<file path="config.mk">
export PLATFORM = sky130hd
export DESIGN_NAME = tcce_front
export DESIGN_NICKNAME = d
export VERILOG_FILES = /design/src/hw/rtl/tcce_pkg.sv /design/src/hw/rtl/tcce_fifo.sv /design/src/hw/rtl/tcce_front.sv
export SDC_FILE = /design/constraint.sdc
export NUM_CORES = 1
export LEC_CHECK = 0
export ABC_CLOCK_PERIOD_IN_PS = 2590
export BUFFER_PORTS_ARGS = -buffer_cell sky130_fd_sc_hd__buf_2
export CAP_MARGIN = 20
export CELL_PAD_IN_SITES_DETAIL_PLACEMENT = 1
export CELL_PAD_IN_SITES_GLOBAL_PLACEMENT = 2
export CORE_ASPECT_RATIO = 1.25
export CORE_MARGIN = 5
export CORE_UTILIZATION = 36
export DETAILED_ROUTE_END_ITERATION = 7
export PLACE_DENSITY = 0.86
export RECOVER_POWER = 25
export SLEW_MARGIN = 20
export SYNTH_ARGS = -nofsm -noshare
export SYNTH_HDL_FRONTEND = slang
export SYNTH_SLANG_ARGS = --single-unit
export TNS_END_PERCENT = 10
</file>
<file path="constraint.sdc">
create_clock -name clk -period 2.59 [get_ports clk]
set_input_delay 0.259 -clock clk [delete_from_list [all_inputs] [get_ports clk]]
set_output_delay 0.259 -clock clk [all_outputs]
set_load 0.005 [all_outputs]
</file>
<file path="src/hw/rtl/tcce_pkg.sv">
// Shared types, codes and constants of the text console cursor engine.
package tcce_pkg;

  localparam int COLUMNS_DEFAULT = 80;
  localparam int ROWS_DEFAULT    = 25;
  localparam int QUEUE_DEPTH     = 2;

  localparam int CMD_W      = 2;
  localparam int GLYPH_W    = 8;
  localparam int IDX_W      = 11;
  localparam int ATTR_W     = 8;
  localparam int CELL_W     = 16;
  localparam int COL_OUT_W  = 7;
  localparam int LINE_OUT_W = 5;
  localparam int LIN_OUT_W  = 11;

  localparam logic [CMD_W-1:0] CMD_PUT   = 2'd0;
  localparam logic [CMD_W-1:0] CMD_CLEAR = 2'd1;
  localparam logic [CMD_W-1:0] CMD_READ  = 2'd2;

  localparam logic [GLYPH_W-1:0] CH_BS       = 8'h08;
  localparam logic [GLYPH_W-1:0] CH_TAB      = 8'h09;
  localparam logic [GLYPH_W-1:0] CH_LF       = 8'h0A;
  localparam logic [GLYPH_W-1:0] CH_CR       = 8'h0D;
  localparam logic [GLYPH_W-1:0] BLANK_GLYPH = 8'h20;

  localparam logic [CELL_W-1:0] RESET_CELL = 16'h0720;
  localparam logic [ATTR_W-1:0] ATTR_RESET = 8'h07;

  localparam int TAB_STEP = 4;

  typedef enum logic [2:0] {
    OP_PUT,
    OP_NEWLINE,
    OP_RETURN,
    OP_TAB,
    OP_BACK,
    OP_CLEAR,
    OP_READ,
    OP_NONE
  } op_t;

  typedef struct packed {
    op_t                op;
    logic [GLYPH_W-1:0] glyph;
    logic [IDX_W-1:0]   cell_index;
  } cmd_t;

  typedef struct packed {
    logic [COL_OUT_W-1:0]  cursor_column;
    logic [LINE_OUT_W-1:0] cursor_line;
    logic [LIN_OUT_W-1:0]  cursor_linear;
    logic [CELL_W-1:0]     cell_value;
  } res_t;

  typedef enum logic [2:0] {
    ST_INIT,
    ST_IDLE,
    ST_READ,
    ST_COPY,
    ST_FILL,
    ST_REPORT
  } st_t;

endpackage

</file>
<file path="src/hw/rtl/tcce_fifo.sv">
// Small register queue used between the pipeline parts and at the result side.
module tcce_fifo #(
  parameter int WIDTH = 8,
  parameter int DEPTH = tcce_pkg::QUEUE_DEPTH
) (
  input  logic             clk,
  input  logic             rst,
  input  logic             push,
  input  logic [WIDTH-1:0] din,
  output logic             full,
  input  logic             pop,
  output logic [WIDTH-1:0] dout,
  output logic             empty
);

  localparam int PW  = $clog2(DEPTH);
  localparam int CNW = $clog2(DEPTH + 1);

  logic [WIDTH-1:0] mem [DEPTH];
  logic [PW-1:0]    wr_ptr;
  logic [PW-1:0]    rd_ptr;
  logic [CNW-1:0]   count;
  logic             do_push;
  logic             do_pop;

  assign full    = (count == CNW'(DEPTH));
  assign empty   = (count == '0);
  assign do_push = push && !full;
  assign do_pop  = pop && !empty;
  assign dout    = mem[rd_ptr];

  always_ff @(posedge clk) begin
    if (rst) begin
      wr_ptr <= '0;
      rd_ptr <= '0;
      count  <= '0;
    end else begin
      if (do_push) begin
        wr_ptr <= (wr_ptr == PW'(DEPTH - 1)) ? '0 : wr_ptr + 1'b1;
      end
      if (do_pop) begin
        rd_ptr <= (rd_ptr == PW'(DEPTH - 1)) ? '0 : rd_ptr + 1'b1;
      end
      count <= count + CNW'(do_push) - CNW'(do_pop);
    end
  end

  always_ff @(posedge clk) begin
    if (do_push) begin
      mem[wr_ptr] <= din;
    end
  end

endmodule

</file>
<file path="src/hw/rtl/tcce_front.sv">
// Front end: accepts commands, decodes control characters, queues operations.
module tcce_front (
  input  logic                          clk,
  input  logic                          rst,
  input  logic                          hold,
  input  logic                          push,
  output logic                          full,
  input  logic [tcce_pkg::CMD_W-1:0]    cmd,
  input  logic [tcce_pkg::GLYPH_W-1:0]  glyph,
  input  logic [tcce_pkg::IDX_W-1:0]    cell_index,
  output logic                          cmd_valid,
  output tcce_pkg::cmd_t                cmd_head,
  input  logic                          cmd_pop
);

  tcce_pkg::cmd_t entry;
  logic           q_full;
  logic           q_empty;

  always_comb begin
    entry.glyph      = glyph;
    entry.cell_index = cell_index;
    unique case (cmd)
      tcce_pkg::CMD_PUT: begin
        unique case (glyph)
          tcce_pkg::CH_LF:  entry.op = tcce_pkg::OP_NEWLINE;
          tcce_pkg::CH_CR:  entry.op = tcce_pkg::OP_RETURN;
          tcce_pkg::CH_TAB: entry.op = tcce_pkg::OP_TAB;
          tcce_pkg::CH_BS:  entry.op = tcce_pkg::OP_BACK;
          default:          entry.op = tcce_pkg::OP_PUT;
        endcase
      end
      tcce_pkg::CMD_CLEAR: entry.op = tcce_pkg::OP_CLEAR;
      tcce_pkg::CMD_READ:  entry.op = tcce_pkg::OP_READ;
      default:             entry.op = tcce_pkg::OP_NONE;
    endcase
  end

  assign full      = q_full || hold;
  assign cmd_valid = !q_empty;

  tcce_fifo #(
    .WIDTH($bits(tcce_pkg::cmd_t)),
    .DEPTH(tcce_pkg::QUEUE_DEPTH)
  ) u_cmd_q (
    .clk  (clk),
    .rst  (rst),
    .push (push && !hold),
    .din  (entry),
    .full (q_full),
    .pop  (cmd_pop),
    .dout (cmd_head),
    .empty(q_empty)
  );

endmodule

</file>
==> out/results.ini, run 1 <==
[timing]
min_period_ps = 2004
fmax_mhz = 499.1
holdWs_ps = 154.3
relSlewSlack_pct = 62.94
rsz0062_at_grt = false
fin_skew_ps = 9.368
report.final.slew_viol_count = 0
final.setup.tns_ps = 0
tightest_slew_ps = 555.2
setup_viol = 0
final_hold_viol_count = 0
fin_ws_ps = 586.5
min_period_over_period_pct = 77.36

[floorplan]
rows = 30
io-pin-count = 50
start_util_pct = 36.34
die_h_um = 92.30
die_w_um = 75.84
die_area_um2 = 7000
core_um2 = 5368

[global_route]
grt_pass1_wl_um = 6016
grt_pass1_vias = 1293
grt_max_degree = 15
overflow = 0
grtUsageTotal_pct = 11.50
antenna_found_initial = 0

[layout]
area_growth_pct = 22.07
n_antenna_cell = 0
final_common_cell = edfxtp_1
finalNetCount = 198
final_cell_mix = edfxtp_1 (44), buf_2 (40), mux2_2 (23), clkbuf_1 (11)
drive_gt1_share_pct = 47.93

[clock_tree]
htreeDepth = 2
cts_made_buffers = 5
worst_skew_pair.late_latency_ps = 290
cts_buffer_depth = 2
cts.clk_slew.worst_paths_ps = 90
cts-root-buf = clkbuf_8
postCtsSetupRepairBufs = 0
cts_resized = 0
cts_tree = yes
cts.sinks = 49
post_cts_hold_buffer_count = 0

[logic_synthesis]
ys_types = 20
syn-cell-area_um2 = 1951
syn_avg_cell_area_um2 = 17.90
muxShareOfSynthArea_pct = 13.28
synthSimpleGateAreaFrac_pct = 6.414
synth_top_family_by_area = multiplexers
synth_compound_area_share_pct = 2.373
syn-num-nets = 139
syn_inst = 109
synth_xor_area_share_pct = 1.347
synth_warnings = 0
synthAdderAreaFrac_pct = 2.566
ys_seq_area_share_pct = 72.87
synth_seq_cells = 49

[worst_setup_path]
cp.depth = 3
endpoint_kind = output port
worstPathMaxFanout = 12
crit_slowest_cell = dfxtp_1
worst_r2r_path_depth = 4
arrival_ps = 1740
critical_path_buf_inv_count = 2
r2r-start = u_cmd_q.count[1]
crit_end = cmd_head[4]
cp_cell_sequence = buf_4, mux2_2, buf_2
rr_endpoint = u_cmd_q.mem[0][12]
r2r_slack_ps = 860
cp.required_ps = 2330
critPathMaxStageDelay_ps = 680
cp-start-kind = register
crit_family = flip-flops
critical_path_class = reg2out

[placed_design]
place_ws_ps = 676.8
hpwl_um = 2949
port_buffers = 49
gp_congestion = 0.6959

[drt]
num_vias = 1122
antenna_left = 0
drt_iter0_drc = 54
drc = 0
routedWlPerCell_um = 16.41
drt-pass1-iter-count = 2
via_per_inst = 4.815
routed_wirelength_um = 3823

[power]
power.total_w = 0.001834
power_density_nw_per_um2 = 770.2
leakagePower_nw = 0.8891
ir_drop_uv = 458.1

[status]
status = finished clean

[flow_run]
cap_viol_max_count = 0

[hold_path]
hold_class = in2reg

metrics by stage:
stage	util, %	cell area, µm²	instances
floorplan	-	1951	109
global placement	43.01	2308	225
detailed placement	43.01	2308	225
CTS	44.57	2392	233
global route	44.36	2381	233
finish	44.36	2381	233
state kept, by name, summed over array words and instances, names as in the netlist, named ones only:
register,flops
u_cmd_q.mem,44
u_cmd_q.count,2
u_cmd_q.rd_ptr,1
u_cmd_q.wr_ptr,1
synth_stat cells:
master | instances | area, µm²
edfxtp_1 | 44 | 1321
mux2_2 | 23 | 259.0
dfxtp_1 | 5 | 100.1
nor2_1 | 5 | 18.77
ha_1 | 4 | 50.05
inv_1 | 4 | 15.01
nor2b_1 | 4 | 25.02
and2_1 | 2 | 12.51
buf_1 | 2 | 7.510
nor3_1 | 2 | 10.01
o31ai_2 | 2 | 25.02
or2_2 | 2 | 12.51
or4b_4 | 2 | 27.53
xnor2_1 | 2 | 17.52
a211o_1 | 1 | 8.760
a21oi_1 | 1 | 5.000
nor3b_1 | 1 | 7.510
o21a_1 | 1 | 7.510
or4bb_1 | 1 | 11.26
xor2_1 | 1 | 8.760
cells by family (layout without fill, tap and decap cells):
logic type,after synthesis,in the layout
mux,23,23
buf+inv,6,66
compound gates,5,5
simple gates,19,19
xor+xnor,3,3
fa+ha+maj,4,4
flops,49,49
per-layer routing:
metal	part of all wire (%)	global-route usage, %	up-vias
met5	0	0	-
met2	54	20.36	31
li1	-	-	526
met3	5.8	2.823	4
met1	39	12.56	561
met4	1.6	4.810	0
worst min path at each step:
stage,cells after the start,endpoint,startpoint,slack (ps)
after floorplan,1,u_cmd_q.count[0],rst,330
after global placement,1,u_cmd_q.mem[0][0],cell_index[0],450
after detailed placement,1,u_cmd_q.mem[1][2],cell_index[2],450
after CTS,1,u_cmd_q.mem[1][5],cell_index[5],150
after global routing,1,u_cmd_q.mem[0][3],cell_index[3],140
final,1,u_cmd_q.mem[1][4],cell_index[4],150
cell type report:
type	count	area [µm²]
fillers	571	2987
flip-flops and latches	49	1421
multi-input cells	54	509.2
repair buffers	54	271.5
well taps	64	80.08
clock buffers	7	76.32
inverters	4	15.01
clock inverters	1	7.507
power by group:
| group | internal (W) | leakage [nW] | switching (W) |
|---|---|---|---|
| Sequential | 0.000936 | 0.444 | 0.0000495 |
| Combinational | 0.000237 | 0.406 | 0.000186 |
| Clock | 0.000191 | 0.0385 | 0.000234 |
| Total | 0.00136 | 0.889 | 0.000469 |
(Power assumes the default switching activity.)
==> run 2: changes to the inputs <==
--- a/config.mk
+++ b/config.mk
@@ -5,7 +5,7 @@
 export SDC_FILE = /design/constraint.sdc
 export NUM_CORES = 1
 export LEC_CHECK = 0
-export ABC_CLOCK_PERIOD_IN_PS = 2590
+export ABC_CLOCK_PERIOD_IN_PS = 2000
 export BUFFER_PORTS_ARGS = -buffer_cell sky130_fd_sc_hd__buf_2
 export CAP_MARGIN = 20
 export CELL_PAD_IN_SITES_DETAIL_PLACEMENT = 1
==> constraint.sdc (replaced) <==
create_clock -name clk -period 2 [get_ports clk]
set_input_delay 0.2 -clock clk [delete_from_list [all_inputs] [get_ports clk]]
set_output_delay 0.2 -clock clk [all_outputs]
set_load 0.005 [all_outputs]
==> out/results.ini, run 2 (same netlist as run 1, synthesis figures left out) <==
[status]
status = finished clean

[layout]
final_cell_mix = edfxtp_1 (44), buf_2 (39), mux2_2 (23), clkbuf_1 (11)
n_antenna_cell = 0
regArea_um2 = 1421
stdcell_area_um2 = 2415
area_growth_pct = 23.80
multi_input_area_um2 = 509.2
regMostFlops = u_cmd_q.mem
largest_register_ffs = 44
final_common_cell = edfxtp_1
reg_top3 = u_cmd_q.mem: 44 flops, u_cmd_q.count: 2 flops
num-fill-cells = 560
drive_gt1_share_pct = 47.34
stdcell_count = 233
finalNetCount = 198

[placed_design]
hpwl_um = 2932
gp_congestion = 0.7756
place_area_um2 = 2321
numPlacedInstances = 225
port_buffers = 49

[worst_setup_path]
critical_path_buf_inv_count = 2
endpoint_kind = output port
critical_path_class = reg2out
critPathMaxStageDelay_ps = 570
worstPathMaxFanout = 15
arrival_ps = 1550
cp_cell_sequence = buf_12, mux2_2, buf_2
cp.required_ps = 1800
r2r-start = u_cmd_q.count[1]
cp-start-kind = register
crit_family = flip-flops
crit_slowest_cell = dfxtp_1

[power]
ir_drop_uv = 360.0
power_density_nw_per_um2 = 1039
leakagePower_nw = 0.9039

[clock_tree]
cts.sinks = 49
worst_skew_pair.late_latency_ps = 290
cts_tree = yes
cts_buffer_depth = 2
cts-root-buf = clkbuf_8
postCtsSetupRepairBufs = 0
cts.clk_slew.worst_paths_ps = 80
cts_made_buffers = 5
htreeDepth = 2
post_cts_hold_buffer_count = 0
cts_resized = 0

[timing]
min_period_ps = 1747
fin_skew_ps = 6.359
final.setup.tns_ps = 0
rsz0062_at_grt = false
tightest_slew_ps = 493.3
report.final.slew_viol_count = 0
fmax_mhz = 572.4
relSlewSlack_pct = 67.04
min_period_over_period_pct = 87.34
final_hold_viol_count = 0
setup_viol = 0

[global_route]
antenna_found_initial = 0
grt_pass1_vias = 1224
grt_pass1_wl_um = 5754
grt_max_degree = 16
grtUsageTotal_pct = 11.15
overflow = 0

[floorplan]
die_area_um2 = 7000
rows = 30
io-pin-count = 50
die_w_um = 75.84
core_um2 = 5368
start_util_pct = 36.34
die_h_um = 92.30

[flow_run]
cap_viol_max_count = 0

[drt]
antenna_left = 0
routedWlPerCell_um = 16.31
drc = 0
drt_iter0_drc = 20
drt-pass1-iter-count = 3
via_per_inst = 4.764
routed_wirelength_um = 3801
num_vias = 1110

[hold_path]
worstHoldStart = cell_index[7]
hold_class = in2reg

==> run 2: changes by cell type in the layout (fill, tap and decap cells not counted) <==
cell and change:
clkinvlp_4 -1, clkinv_1 +1, buf_12 +1, buf_2 -1
buf_4 -1, bufinv_16 +1
==> run 2: final cells by class <==
cell class | count | share of cell area, %
clock buffer | 6 | 3.005
clock inverter | 2 | 1.399
inverter | 4 | 0.6218
multi-input combinational | 54 | 21.09
sequential | 49 | 58.86
tap | 64 | 3.316
timing repair buffer | 54 | 11.71
==> run 2: through the flow <==
step / utilization [%] / worst slack (ps) / power (W) / hold WS, ps
floorplan: - / 138.5 / 0.001612 / 271.6
global placement: 43.24 / 192.5 / 0.001852 / 392.9
detailed placement: 43.24 / 142.8 / 0.001881 / 391.8
CTS: 45.22 / 212.8 / 0.002557 / 80.34
global route: 44.99 / 161.4 / 0.002648 / 79.16
finish: 44.99 / 253.1 / 0.002510 / 92.85
==> run 2: final timing paths <==
check / cells past startpoint / slack [ps] / end
setup / recovery: 3 / 250 / cmd_head[0]
hold / removal: 1 / 90 / u_cmd_q.mem[1][7]
setup reg to reg: 4 / 320 / u_cmd_q.mem[0][12]
hold reg to reg: 2 / 520 / register
==> run 2: per-layer routing <==
layer	track usage [%]	part of all wire (%)	wire length, µm
met5	0	0	0
met4	6.122	2.4	91
met3	2.172	5.4	204
met2	20.07	56	2128
met1	11.52	36	1377
==> run 2: report_power, final <==
part	switching, W	total (W)	internal [W]
Sequential	0.0000550	0.00127	0.00121
Combinational	0.000245	0.000569	0.000324
Clock	0.000304	0.000673	0.000369
