===== src/hw/rtl/tcce_pkg.sv =====
// Shared types, codes and constants of the text console cursor engine.
package tcce_pkg;

  localparam int COLUMNS_DEFAULT = 80;
  localparam int ROWS_DEFAULT    = 25;
  localparam int QUEUE_DEPTH     = 2;

  localparam int CMD_W      = 2;
  localparam int GLYPH_W    = 8;
  localparam int IDX_W      = 11;
  localparam int ATTR_W     = 8;
  localparam int CELL_W     = 16;
  localparam int COL_OUT_W  = 7;
  localparam int LINE_OUT_W = 5;
  localparam int LIN_OUT_W  = 11;

  localparam logic [CMD_W-1:0] CMD_PUT   = 2'd0;
  localparam logic [CMD_W-1:0] CMD_CLEAR = 2'd1;
  localparam logic [CMD_W-1:0] CMD_READ  = 2'd2;

  localparam logic [GLYPH_W-1:0] CH_BS       = 8'h08;
  localparam logic [GLYPH_W-1:0] CH_TAB      = 8'h09;
  localparam logic [GLYPH_W-1:0] CH_LF       = 8'h0A;
  localparam logic [GLYPH_W-1:0] CH_CR       = 8'h0D;
  localparam logic [GLYPH_W-1:0] BLANK_GLYPH = 8'h20;

  localparam logic [CELL_W-1:0] RESET_CELL = 16'h0720;
  localparam logic [ATTR_W-1:0] ATTR_RESET = 8'h07;

  localparam int TAB_STEP = 4;

  typedef enum logic [2:0] {
    OP_PUT,
    OP_NEWLINE,
    OP_RETURN,
    OP_TAB,
    OP_BACK,
    OP_CLEAR,
    OP_READ,
    OP_NONE
  } op_t;

  typedef struct packed {
    op_t                op;
    logic [GLYPH_W-1:0] glyph;
    logic [IDX_W-1:0]   cell_index;
  } cmd_t;

  typedef struct packed {
    logic [COL_OUT_W-1:0]  cursor_column;
    logic [LINE_OUT_W-1:0] cursor_line;
    logic [LIN_OUT_W-1:0]  cursor_linear;
    logic [CELL_W-1:0]     cell_value;
  } res_t;

  typedef enum logic [2:0] {
    ST_INIT,
    ST_IDLE,
    ST_READ,
    ST_COPY,
    ST_FILL,
    ST_REPORT
  } st_t;

endpackage


===== src/hw/rtl/tcce_fifo.sv =====
// Small register queue used between the pipeline parts and at the result side.
module tcce_fifo #(
  parameter int WIDTH = 8,
  parameter int DEPTH = tcce_pkg::QUEUE_DEPTH
) (
  input  logic             clk,
  input  logic             rst,
  input  logic             push,
  input  logic [WIDTH-1:0] din,
  output logic             full,
  input  logic             pop,
  output logic [WIDTH-1:0] dout,
  output logic             empty
);

  localparam int PW  = $clog2(DEPTH);
  localparam int CNW = $clog2(DEPTH + 1);

  logic [WIDTH-1:0] mem [DEPTH];
  logic [PW-1:0]    wr_ptr;
  logic [PW-1:0]    rd_ptr;
  logic [CNW-1:0]   count;
  logic             do_push;
  logic             do_pop;

  assign full    = (count == CNW'(DEPTH));
  assign empty   = (count == '0);
  assign do_push = push && !full;
  assign do_pop  = pop && !empty;
  assign dout    = mem[rd_ptr];

  always_ff @(posedge clk) begin
    if (rst) begin
      wr_ptr <= '0;
      rd_ptr <= '0;
      count  <= '0;
    end else begin
      if (do_push) begin
        wr_ptr <= (wr_ptr == PW'(DEPTH - 1)) ? '0 : wr_ptr + 1'b1;
      end
      if (do_pop) begin
        rd_ptr <= (rd_ptr == PW'(DEPTH - 1)) ? '0 : rd_ptr + 1'b1;
      end
      count <= count + CNW'(do_push) - CNW'(do_pop);
    end
  end

  always_ff @(posedge clk) begin
    if (do_push) begin
      mem[wr_ptr] <= din;
    end
  end

endmodule


===== config.mk =====
export PLATFORM = sky130hd
export DESIGN_NAME = tcce_fifo
export DESIGN_NICKNAME = d
export VERILOG_FILES = /design/src/hw/rtl/tcce_pkg.sv /design/src/hw/rtl/tcce_fifo.sv
export SDC_FILE = /design/constraint.sdc
export NUM_CORES = 1
export LEC_CHECK = 0
export BUFFER_PORTS_ARGS = -buffer_cell sky130_fd_sc_hd__buf_2
export CORE_MARGIN = 1
export CORE_UTILIZATION = 49
export DETAILED_ROUTE_END_ITERATION = 12
export PLACE_DENSITY = 0.85
export SLEW_MARGIN = 15
export SYNTH_ARGS = -nofsm -noshare
export SYNTH_HDL_FRONTEND = slang
export SYNTH_SLANG_ARGS = --single-unit

===== constraint.sdc =====
create_clock -name clk -period 1.77 [get_ports clk]
set_input_delay 0.177 -clock clk [delete_from_list [all_inputs] [get_ports clk]]
set_output_delay 0.177 -clock clk [all_outputs]
set_load 0.03 [all_outputs]

==> results of run 1 <==
-- synth_stat cells --
cell,instances,share of area
sky130_fd_sc_hd__nor2_1,4,0.019
sky130_fd_sc_hd__mux2_1,5,0.069
sky130_fd_sc_hd__or3_1,1,0.0077
sky130_fd_sc_hd__nand2b_2,1,0.011
sky130_fd_sc_hd__edfxtp_1,16,0.59
sky130_fd_sc_hd__o21a_2,1,0.011
sky130_fd_sc_hd__a21oi_1,1,0.0062
sky130_fd_sc_hd__xor2_1,1,0.011
sky130_fd_sc_hd__and3_2,1,0.0093
sky130_fd_sc_hd__nor3_1,1,0.0062
sky130_fd_sc_hd__dfxtp_1,5,0.12
sky130_fd_sc_hd__inv_1,3,0.014
sky130_fd_sc_hd__ha_1,2,0.031
sky130_fd_sc_hd__o21ai_0,1,0.0062
sky130_fd_sc_hd__nor2b_1,1,0.0077
sky130_fd_sc_hd__inv_2,1,0.0046
sky130_fd_sc_hd__and2_1,1,0.0077
sky130_fd_sc_hd__mux2_2,3,0.042
sky130_fd_sc_hd__buf_2,1,0.0062
sky130_fd_sc_hd__xnor2_1,1,0.011
sky130_fd_sc_hd__nand2_1,1,0.0046
-- routing by layer --
layer  track usage  wire length [um]  vias up
met2         0.233               573       15
met3        0.0511               100        0
li1              -                 -      234
met4        0.0563                 0        0
met5             0                 0        -
met1         0.133               442      222
-- metrics by stage --
stage | setup slack, ps | power (mW)
6_report | 189 | 1.45
2_1_floorplan | 292 | 1.12
3_3_place_gp | 262 | 1.24
3_5_place_dp | 194 | 1.26
5_1_grt | 96.1 | 1.54
4_1_cts | 166 | 1.47
-- sequential cells by signal, summed over array words and instances, names as in the netlist, named ones only --
name / count
count: 2
mem: 16
rd_ptr: 1
wr_ptr: 1
-- area by class of cell --
class	instances	area [um2]
clock buffer	3	22.5
clock inverter	1	5.00
fill	139	566
inverter	4	15.0
multi-input combinational	26	210
sequential	21	581
tap	16	20.0
timing repair buffer	21	105
-- worst max-delay path by stage --
| stage | startpoint | slack [ps] | end | depth (start not counted) |
|---|---|---|---|---|
| 2_1_floorplan | count[1] | 290 | count[1] | 7 |
| 3_3_place_gp | count[0] | 260 | count[1] | 8 |
| 3_5_place_dp | count[0] | 190 | count[1] | 8 |
| 4_1_cts | count[0] | 170 | count[1] | 8 |
| 5_1_grt | count[0] | 100 | count[1] | 8 |
| 6_report | count[0] | 190 | count[1] | 8 |
-- layout by cell type (no fill, tap or decap), types with 2 or more instances in the layout --
cell                       count
sky130_fd_sc_hd__buf_2        21
sky130_fd_sc_hd__clkbuf_4      3
sky130_fd_sc_hd__dfxtp_1       5
sky130_fd_sc_hd__edfxtp_1     16
sky130_fd_sc_hd__ha_1          2
sky130_fd_sc_hd__inv_1         3
sky130_fd_sc_hd__mux2_1        5
sky130_fd_sc_hd__mux2_2        3
sky130_fd_sc_hd__nor2_1        4
-- power by group --
group	internal (mW)	switching [mW]
clock	0.0839	0.131
sequential	0.637	0.0632
combinational	0.201	0.333
-- cells by family (layout without fill, tap and decap cells) --
logic type,after synthesis,after routing,share of synthesized area
muxes,8,8,0.111
and+or+nand+nor,11,11,0.0725
buffers and inverters,5,29,0.0247
DFF,21,21,0.716
AOI/OAI and AO/OA,3,3,0.0231
xor gates and xnor gates,2,2,0.0216
adders and majority gates,2,2,0.0309
==> impl_summary.md, run 1 <==
Worst setup path
For the worst setup path, the data required time is 1990 ps. On the critical path, the stage with the largest delay is an instance of sky130_fd_sc_hd__dfxtp_1. The number of buffers and inverters on the critical path is 1.

The capture instance of the worst register-to-register path is count[1]. Setup slack on the worst reg-to-reg path comes out at roughly 190 ps. In this design, the critical path's most frequently occurring cell is sky130_fd_sc_hd__ha_1.

The critical path goes through nand2b_2 -> nand2_1 -> ha_1 -> inv_1 -> ha_1 -> xor2_1 -> and2_1 -> nor3_1. Of all nets on the critical path, the largest fanout is 4. The kind of end point of the critical path is a flip-flop. The worst setup path is launched from a flip-flop. The kind of cell adding the most delay to the critical path is simple AND/OR/NAND/NOR gates. STA puts the critical path data arrival time at roughly 1800 ps. The startpoint-to-endpoint class of the critical path is reg -> reg. The largest single stage delay on the critical path is ~390 ps. The launching point of the worst reg2reg path is count[0]. Counting cells, the worst reg-to-reg path comes to 8.

Floorplan
The region available for standard cell placement spans ~0.0015 mm2. 22 I/O pins were placed. After floorplanning, the core was divided into 14 placement rows. The floorplan step set the die height to around 43 um. The area enclosed by the die boundary is 0.00182 mm2. The initial utilization of the core area, before any placement, comes to 0.532. The floorplan step set the die width to between 40 and 50 um.

STA
Derived from the worst setup path, the maximum achievable clock frequency is roughly 630 MHz. Counting I/O delays and the setup requirement, the final critical path takes roughly 1600 ps. In this run the tightest slew margin relative to its limit is 0.769. Setup repair after global routing left no endpoint under its margin.

The clock skew is between 0.9 and 1 ps. The worst hold slack is 68.6 ps. For the final routed database, the setup TNS stands at 0 ps.

The final count of hold timing violations is 0. The number of slew-limit violations in the final report was 0. For the pin with the worst max-slew slack, the measured transition is approximately 350 ps. Setup violations remaining at the end of the flow were counted as 0. The portion of the clock cycle consumed by the worst path in the final layout is 0.893.

Detailed routing
For this run, design rule violations remaining after detail routing come to 0. The average wire per cell in the routed design is 12.1 um. For this block, the initial DRC count from the detailed router was 9. Using the TritonRoute via totals, the vias-per-cell ratio works out to 5.12. The routed design has approximately 1100 um of wire. The count of vias placed by the detailed router is ~470. The number of nets with antenna violations after detailed routing is 0.

The pre-antenna-repair detailed-routing pass consisted of 4 iterations.

Global routing
The initial antenna violation count is 0. The number of global-route vias before repair is 440. The overall routing resource usage is 0.131. Summed over all layers, the global routing overflow is 0. The global-route wire length before repair is about 1700 um. The maximum number of pins on one net before global-route repair is 13.

Cells and area
The cell area after layout is around 960 um2. The layout cell share with drive strength beyond 1 is 0.421. Compared with the post-synthesis result, the final layout area differs by 18.2%. 0 antenna diodes ended up in the layout.

The post-layout net count is 91. The number of cells in the finished layout apart from fillers is 92. The final standard cell utilization of the core is 0.629.

Synth
The register bit count reported by yosys is 21. The number of standard cells after synthesis is between 50 and 60. The count of yosys warnings during synthesis is 0.

The number of distinct library cell variants in the gate-level netlist after synthesis is 21. The post-synthesis instance area is a little over 800 um2. For this run, the register share of the synthesized area comes to 0.716. The net count after synthesis is 66. A synthesized cell averages 15.6 um2.

Placement
The count of buffers from port buffering is 21. The final estimated routing congestion in global placement is 0.642. The placed instance count is between 80 and 90. In this run the cell area measured after placement is just over 900 um2. Once detailed placement completed, the half-perimeter wirelength came to 849 um.

Clock tree
In this run the deepest clock path goes through 2 buffers. The maximum level of the CTS H-tree is 1. The clock tree from TritonCTS is built. The clock transition at the register clock pins on the worst setup and hold paths after CTS is around 110 ps. The cell at the root of the clock tree is sky130_fd_sc_hd__clkbuf_4. The number of post-CTS setup repair buffers is 0. The TritonCTS buffer count is 3. The number of buffers added to fix hold violations after cts is 0.

Clock tree synthesis found a total of 21 sinks. The number of gates resized after CTS was 0. The later pin in the worst-skew pair is clocked with a latency of between 200 and 300 ps.

Power
For this design the ratio of total power to cell area is roughly 1500 mW/mm2. Across the VDD grid, the largest voltage drop is between 0.0008 and 0.0009 V. The leakage power is a little over 0.4 nW.

Job
Max-cap violations in this run came to 0.

Worst hold path
The worst hold path belongs to the class in -> reg. The hold path endpoint is mem[0][3]. The number of instances on the worst hold path is 1. In this run the most critical hold path is launched from din[3].

Outcome
The flow ran to the end, and the final reports show no timing, DRC or antenna violations.
Note: power is estimated with default switching activity, not from simulation.
==> inputs of run 2 (changes only) <==
==> constraint.sdc (replaced) <==
create_clock -name clk -period 1.77 [get_ports clk]
set_input_delay 0.0885 -clock clk [delete_from_list [all_inputs] [get_ports clk]]
set_output_delay 0.0885 -clock clk [all_outputs]
set_load 0.03 [all_outputs]
==> impl_summary.md, run 2 (synthesis gave the netlist of run 1 again) <==
Global routing
The met3 track demand over resource is 0.0340 (-0.0170). The total congestion overflow after global routing was 0 (unchanged). The met2 usage in global routing is 0.273 (+0.0394).

The global-route wire length before repair came to 1900 um (+10%). The number of global-route vias before repair is 469 (+6.6%). The overall routing resource usage is 0.145 (+0.0138).

The global-route met1 utilization is 0.151 (+0.0178). The most utilized layer in the global route result is met2. The initial antenna violation count was 0 (unchanged).

The maximum number of pins on one net before global-route repair came to 13 (unchanged).

STA
The remaining max-slew budget at the tightest pin was 0.769 (about the same). The accumulated negative setup slack came to 0 ps (unchanged). The total setup violations reported at the end of the flow was 0 (unchanged). The clock period minus final worst setup slack is 1580 ps (-0.295 ps). The number of slew-limit violations in the final report came to 0 (unchanged). The clock skew is 0.582 ps (-0.318 ps). The worst hold slack is 7.01 ps (-61.6 ps). The slew at the pin closest to its max-slew limit is 346 ps (+0.402 ps). The portion of the clock cycle consumed by the worst path in the final layout came to 0.893 (about the same).

The final count of hold timing violations is 0 (unchanged). The peak clock frequency supported by timing is 633 MHz (about the same). Setup repair after global routing left no endpoint under its margin.

Power
The ratio of total power to cell area is 1410 mW/mm2 (-6.7%). The leakage power is 0.439 nW (+8.2%). The worst IR drop on VDD is 0.000812 V (+0.19%).

Detailed routing
The count of vias placed by the detailed router is 492 (+4.5%). The count of TritonRoute iterations in the first routing pass is 4 (unchanged). The ratio of routed vias to standard cells was 4.92 (-3.9%). The number of violations reported at the end of detailed-routing iteration 0 came to 8 (-1).

The average wire per cell in the routed design is 12.5 um (+2.8%). The routed wire length was 1250 um (+12%). The number of nets with antenna violations after detailed routing is 0 (unchanged).

The DRC violations left is 0 (unchanged).

Worst setup path
The kind of launch point of the worst setup path is a flip-flop. The number of cells on the critical path was 8 (unchanged). The data arrival time of the worst path is 1800 ps (about the same). The slowest cell on the critical path is sky130_fd_sc_hd__dfxtp_1.

The required time at the worst-slack endpoint is 1990 ps (about the same). The worst setup path is captured at a flip-flop. The worst reg-to-reg path cell count is 8 (unchanged). Walking the worst path, the cells encountered are nand2b_2 -> nand2_1 -> ha_1 -> inv_1 -> ha_1 -> xor2_1 -> and2_1 -> nor3_1. The worst setup path is of the reg -> reg kind. The number of buffers and inverters on the critical path was 1 (unchanged). The most used cell along the critical path is sky130_fd_sc_hd__ha_1. The biggest fanout along the worst timing path is 4 (unchanged). The largest incremental delay on the critical path is 390 ps (about the same). Grouping stages by cell kind, the critical path spends the most delay in simple AND/OR/NAND/NOR gates.

Clock tree
The total clock sinks is 21 (unchanged). The number of buffers on the longest clock path is 2 (unchanged). The TritonCTS buffer count came to 3 (unchanged).

The cell sitting at the root of the clock tree is a sky130_fd_sc_hd__clkbuf_4. TritonCTS built the clock tree. The clock latency of the later-clocked register in the worst-skew pair is 290 ps (about the same). The number of buffers added to fix hold violations after cts is 8 (+8). The maximum level of the CTS H-tree is 1 (unchanged). The number of post-CTS setup repair buffers is 0 (unchanged). The clock transition at the register clock pins on the worst setup and hold paths after CTS is 110 ps (about the same).

The number of instances resized during post-cts repair is 0 (unchanged).

Cells and area
The number of cells in the finished layout apart from fillers is 100 (+8.7%). The antenna diode count came to 0 (unchanged). The largest registers in the layout are mem x16, count x2. The number of filler instances in the final layout is 128 (-7.9%). Ranked by flip-flop count, first place goes to mem.

In the layout the commonest cells are sky130_fd_sc_hd__buf_2, sky130_fd_sc_hd__edfxtp_1, sky130_fd_sc_hd__dlygate4sd3_1. The area of the multi-input gates was 210 um2 (unchanged). The layout cell share with drive strength beyond 1 is 0.381 (-0.0401). The area added between synthesis and finish is 28.1%.

The final standard cell utilization of the core is 0.681 (+0.0525). The cell area after layout came to 0.00104 mm2 (+8.4%). The number of flip-flops under the largest register name came to 16 (unchanged). The post-layout net count was 99 (+8.8%). The flip-flop and latch area is 581 um2 (unchanged). The most common library cell in the layout ignoring fill and taps is sky130_fd_sc_hd__buf_2.

Placement
The count of buffers from port buffering came to 21 (unchanged). The placed instance count is 88 (unchanged). The area after detailed placement is 931 um2 (unchanged).

The final estimated routing congestion in global placement is 0.642 (unchanged). The post-DP HPWL is 849 um (unchanged).

Floorplan
The area enclosed by the die boundary is 0.00182 mm2 (unchanged). The horizontal extent of the die came to 42.7 um (unchanged). The initial cell density of the core came to 0.532 (unchanged). The row count is 14 (unchanged). The number of top-level design ports is 22 (unchanged). The standard cell core area is 0.00152 mm2 (unchanged). The vertical die dimension is 42.7 um (unchanged).

Worst hold path
In this run the worst hold path is classified as in -> reg. The number of instances on the worst hold path is 2 (+1).

Outcome
The flow ran to the end, and the final reports show no timing, DRC or antenna violations.

Job
The reported max-cap violation count came to 0 (unchanged).
## run 2: cell count changes in the layout (fill, tap and decap cells not counted), sizes merged
cell	delta
dlygate4sd3	+8
## run 2: cell type report
class | instances | area share
Inverter | 4 | 0.0145
Multi-Input combinational cell | 26 | 0.202
Sequential cell | 21 | 0.559
Timing Repair Buffer | 29 | 0.178
Tap cell | 16 | 0.0193
Clock buffer | 3 | 0.0217
Clock inverter | 1 | 0.00482
## run 2: layer usage
layer	up-vias	routed length (um)
met3	0	80
met1	226	516
met4	0	0
met5	-	0
met2	17	649
li1	249	-
## run 2: final timing paths
path	from	to	slack, ps
worst min register to register	wr_ptr	wr_ptr	490
worst max register to register	count[0]	count[1]	190
worst max-delay path	count[0]	count[1]	190
worst min-delay path	rst	flip-flop	7
## run 2: report_power, final
part	total [mW]	switching, mW	internal [mW]
Clock	0.216	0.132	0.0840
Sequential	0.700	0.0633	0.637
Combinational	0.550	0.337	0.213
## run 2: worst register-to-register path: cells and delay by family, from the launching register on
family        cells  cell delay [ps]
fa+ha+maj         2              440
buf+inv           1               40
xor+xnor          1              140
simple gates      4              500
flops             1              390
## run 2: stage by stage
stage                     setup slack (ps)  total power [mW]
after global placement                 262              1.24
final                                  190              1.47
after detailed placement               194              1.26
after global routing                  96.4              1.55
after CTS                              166              1.49
after floorplan                        292              1.12
==> inputs of run 3 (changes only) <==
PLACE_DENSITY = 0.8   (was 0.85)
==> impl_summary.md, run 3 (synthesis gave the netlist of run 1 again) <==
STA
The remaining max-slew budget at the tightest pin is 0.768 (-0.00106). The clock period minus final worst setup slack is 1580 ps (+1.04 ps). The clock skew was 1.27 ps (+0.689 ps). Setup repair after global routing left no endpoint under its margin. The total setup violations reported at the end of the flow is 0 (unchanged). The portion of the clock cycle consumed by the worst path in the final layout is 0.893 (about the same). The accumulated negative setup slack is 0 ps (unchanged).

The peak clock frequency supported by timing is 632 MHz (about the same). The slew at the pin closest to its max-slew limit was 348 ps (+1.58 ps). The worst hold slack is 173 ps (+166 ps). The final count of hold timing violations is 0 (unchanged).

The number of slew-limit violations in the final report is 0 (unchanged).

Worst setup path
The worst setup path is of the reg -> reg kind. The kind of cell with the highest combined delay along the critical path is simple AND/OR/NAND/NOR gates. For this design, the slowest cell found on the critical path is sky130_fd_sc_hd__dfxtp_1. The launching point of the worst reg2reg path is count[0].

The signal on the critical path passes through nand2b_2 -> nand2_1 -> ha_1 -> inv_1 -> ha_1 -> xor2_1 -> and2_1 -> nor3_1. The data arrival time of the worst path is 1800 ps (about the same). The required time at the worst-slack endpoint is 1990 ps (about the same).

The register-to-register setup slack came to 190 ps (about the same). The capture instance of the worst register-to-register path is count[1]. The largest incremental delay on the critical path is 390 ps (about the same).

The kind of end point of the critical path is a flip-flop. The worst reg-to-reg path cell count is 8 (unchanged). The most numerous cell type found on the critical path is sky130_fd_sc_hd__ha_1.

The biggest fanout along the worst timing path came to 4 (unchanged). The number of buffers and inverters on the critical path is 1 (unchanged). The worst setup path is launched from a flip-flop. The critical path starts at count[0].

Cells and area
The number of flip-flops under the largest register name came to 16 (unchanged). The flip-flop and latch area is 581 um2 (unchanged). The library cell used most frequently in the layout, excluding fill and tap cells, is sky130_fd_sc_hd__buf_2.

The largest registers in the layout are mem x16, count x2. mem holds more flip-flops than any other register. The layout cell share with drive strength beyond 1 is 0.365 (-0.0162). The post-layout net count is 100 (+1.0%). The antenna diode count is 0 (unchanged). The number of filler instances in the final layout is 114 (-11%). The area added between synthesis and finish is 29.2%.

The top cell types in the final layout, fill and taps aside, are sky130_fd_sc_hd__buf_2, sky130_fd_sc_hd__edfxtp_1, sky130_fd_sc_hd__dlygate4sd3_1. The cell area after layout came to 0.00105 mm2 (+0.84%). The area of the multi-input gates was 210 um2 (unchanged). The number of cells in the finished layout apart from fillers is 101 (+1.0%).

Global routing
The global-route wire length before repair is 1860 um (-2.2%). The number of global-route vias before repair came to 455 (-3.0%). The initial antenna violation count is 0 (unchanged). The total congestion overflow after global routing is 0 (unchanged). The maximum number of pins on one net before global-route repair is 12 (-1).

The overall routing resource usage was 0.145 (+0.000777).

Power
The worst IR drop on VDD came to 0.000823 V (+1.3%). The leakage power came to 0.440 nW (+0.33%). The ratio of total power to cell area is 1400 mW/mm2 (-0.96%). The total chip power is 1.46 mW (-0.13%).

Clock tree
The maximum level of the CTS H-tree is 1 (unchanged). The clock tree from TritonCTS is built. The number of instances resized during post-cts repair is 0 (unchanged). The clock transition at the register clock pins on the worst setup and hold paths after CTS is 110 ps (about the same).

The cell sitting at the root of the clock tree is a sky130_fd_sc_hd__clkbuf_4. The clock latency of the later-clocked register in the worst-skew pair is 290 ps (about the same). The total clock sinks came to 21 (unchanged).

The number of buffers on the longest clock path is 2 (unchanged). The TritonCTS buffer count is 3 (unchanged).

Floorplan
The vertical die dimension is 42.7 um (unchanged). The initial cell density of the core was 0.532 (unchanged). The row count is 14 (unchanged). The horizontal extent of the die is 42.7 um (unchanged). The area enclosed by the die boundary is 0.00182 mm2 (unchanged). The number of top-level design ports was 22 (unchanged).

The standard cell core area is 0.00152 mm2 (unchanged).

Detailed routing
The routed wire length is 1160 um (-6.8%). The total length of routed met2 wires is 599 um (-7.7%). The count of vias placed by the detailed router was 499 (+1.4%). The detailed-route wire length on metal 1 was 476 um (-7.8%).

The average wire per cell in the routed design came to 11.5 um (-7.7%). The count of TritonRoute iterations in the first routing pass is 1 (-3). The DRC violations left is 0 (unchanged). The ratio of routed vias to standard cells is 4.94 (+0.42%). The uppermost layer routed is met4.

The number of violations reported at the end of detailed-routing iteration 0 is 0 (-8). The length of routed met3 wiring is 60 um (-25%). The number of nets with antenna violations after detailed routing was 0 (unchanged).

Placement
The area after detailed placement is 931 um2 (unchanged). The count of buffers from port buffering is 21 (unchanged). The final estimated routing congestion in global placement is 0.618 (-3.7%). The placed instance count is 88 (unchanged). The post-DP HPWL was 793 um (-6.6%).

Worst hold path
The hold path endpoint is wr_ptr. The worst hold path class is in -> reg. The number of instances on the worst hold path is 4 (+2).

The worst hold path begins at push.

Outcome
The flow ran to the end, and the final reports show no timing, DRC or antenna violations.

Job
The reported max-cap violation count came to 0 (unchanged).
[run 3: layout make-up]
type,instances,share of cell area
timing repair buffer,30,0.186
sequential,21,0.554
tap,16,0.0191
inverter,4,0.0143
clock buffer,4,0.0251
multi-input combinational,26,0.201
[run 3: timing repair]
item,4_1_cts,5_1_grt
endpoints found under the hold margin,16,1
hold buffers,8,1
setup buffers,0,0
[run 3: power by group]
| group | leakage [nW] | internal (mW) | switching, mW |
|---|---|---|---|
| Clock | 0.0150 | 0.0876 | 0.132 |
| Sequential | 0.191 | 0.637 | 0.0620 |
| Combinational | 0.235 | 0.214 | 0.333 |
[run 3: metal layers]
layer,up-vias,GRT usage
li1,252,-
met1,227,0.162
met2,16,0.248
met3,4,0.0298
met4,0,0.0938
met5,-,0
[run 3: through the flow]
stage / utilization / setup WS, ps
final: 0.687 / 189
after global routing: 0.687 / 53.4
after CTS: 0.681 / 171
after detailed placement: 0.611 / 212
after global placement: 0.611 / 255
after floorplan: - / 292
[run 3: worst max-delay path by stage]
stage / endpoint / cells past startpoint
2_1_floorplan: count[1] / 7
5_1_grt: count[1] / 8
4_1_cts: count[1] / 8
3_3_place_gp: count[1] / 8
6_report: count[1] / 8
3_5_place_dp: count[1] / 8
[run 3: worst min-delay path, delay by kind of cell]
family,cells,cell delay [ps]
buffers and inverters,2,160
AND/OR/NAND/NOR,1,120
AO/OA/AOI/OAI,1,60
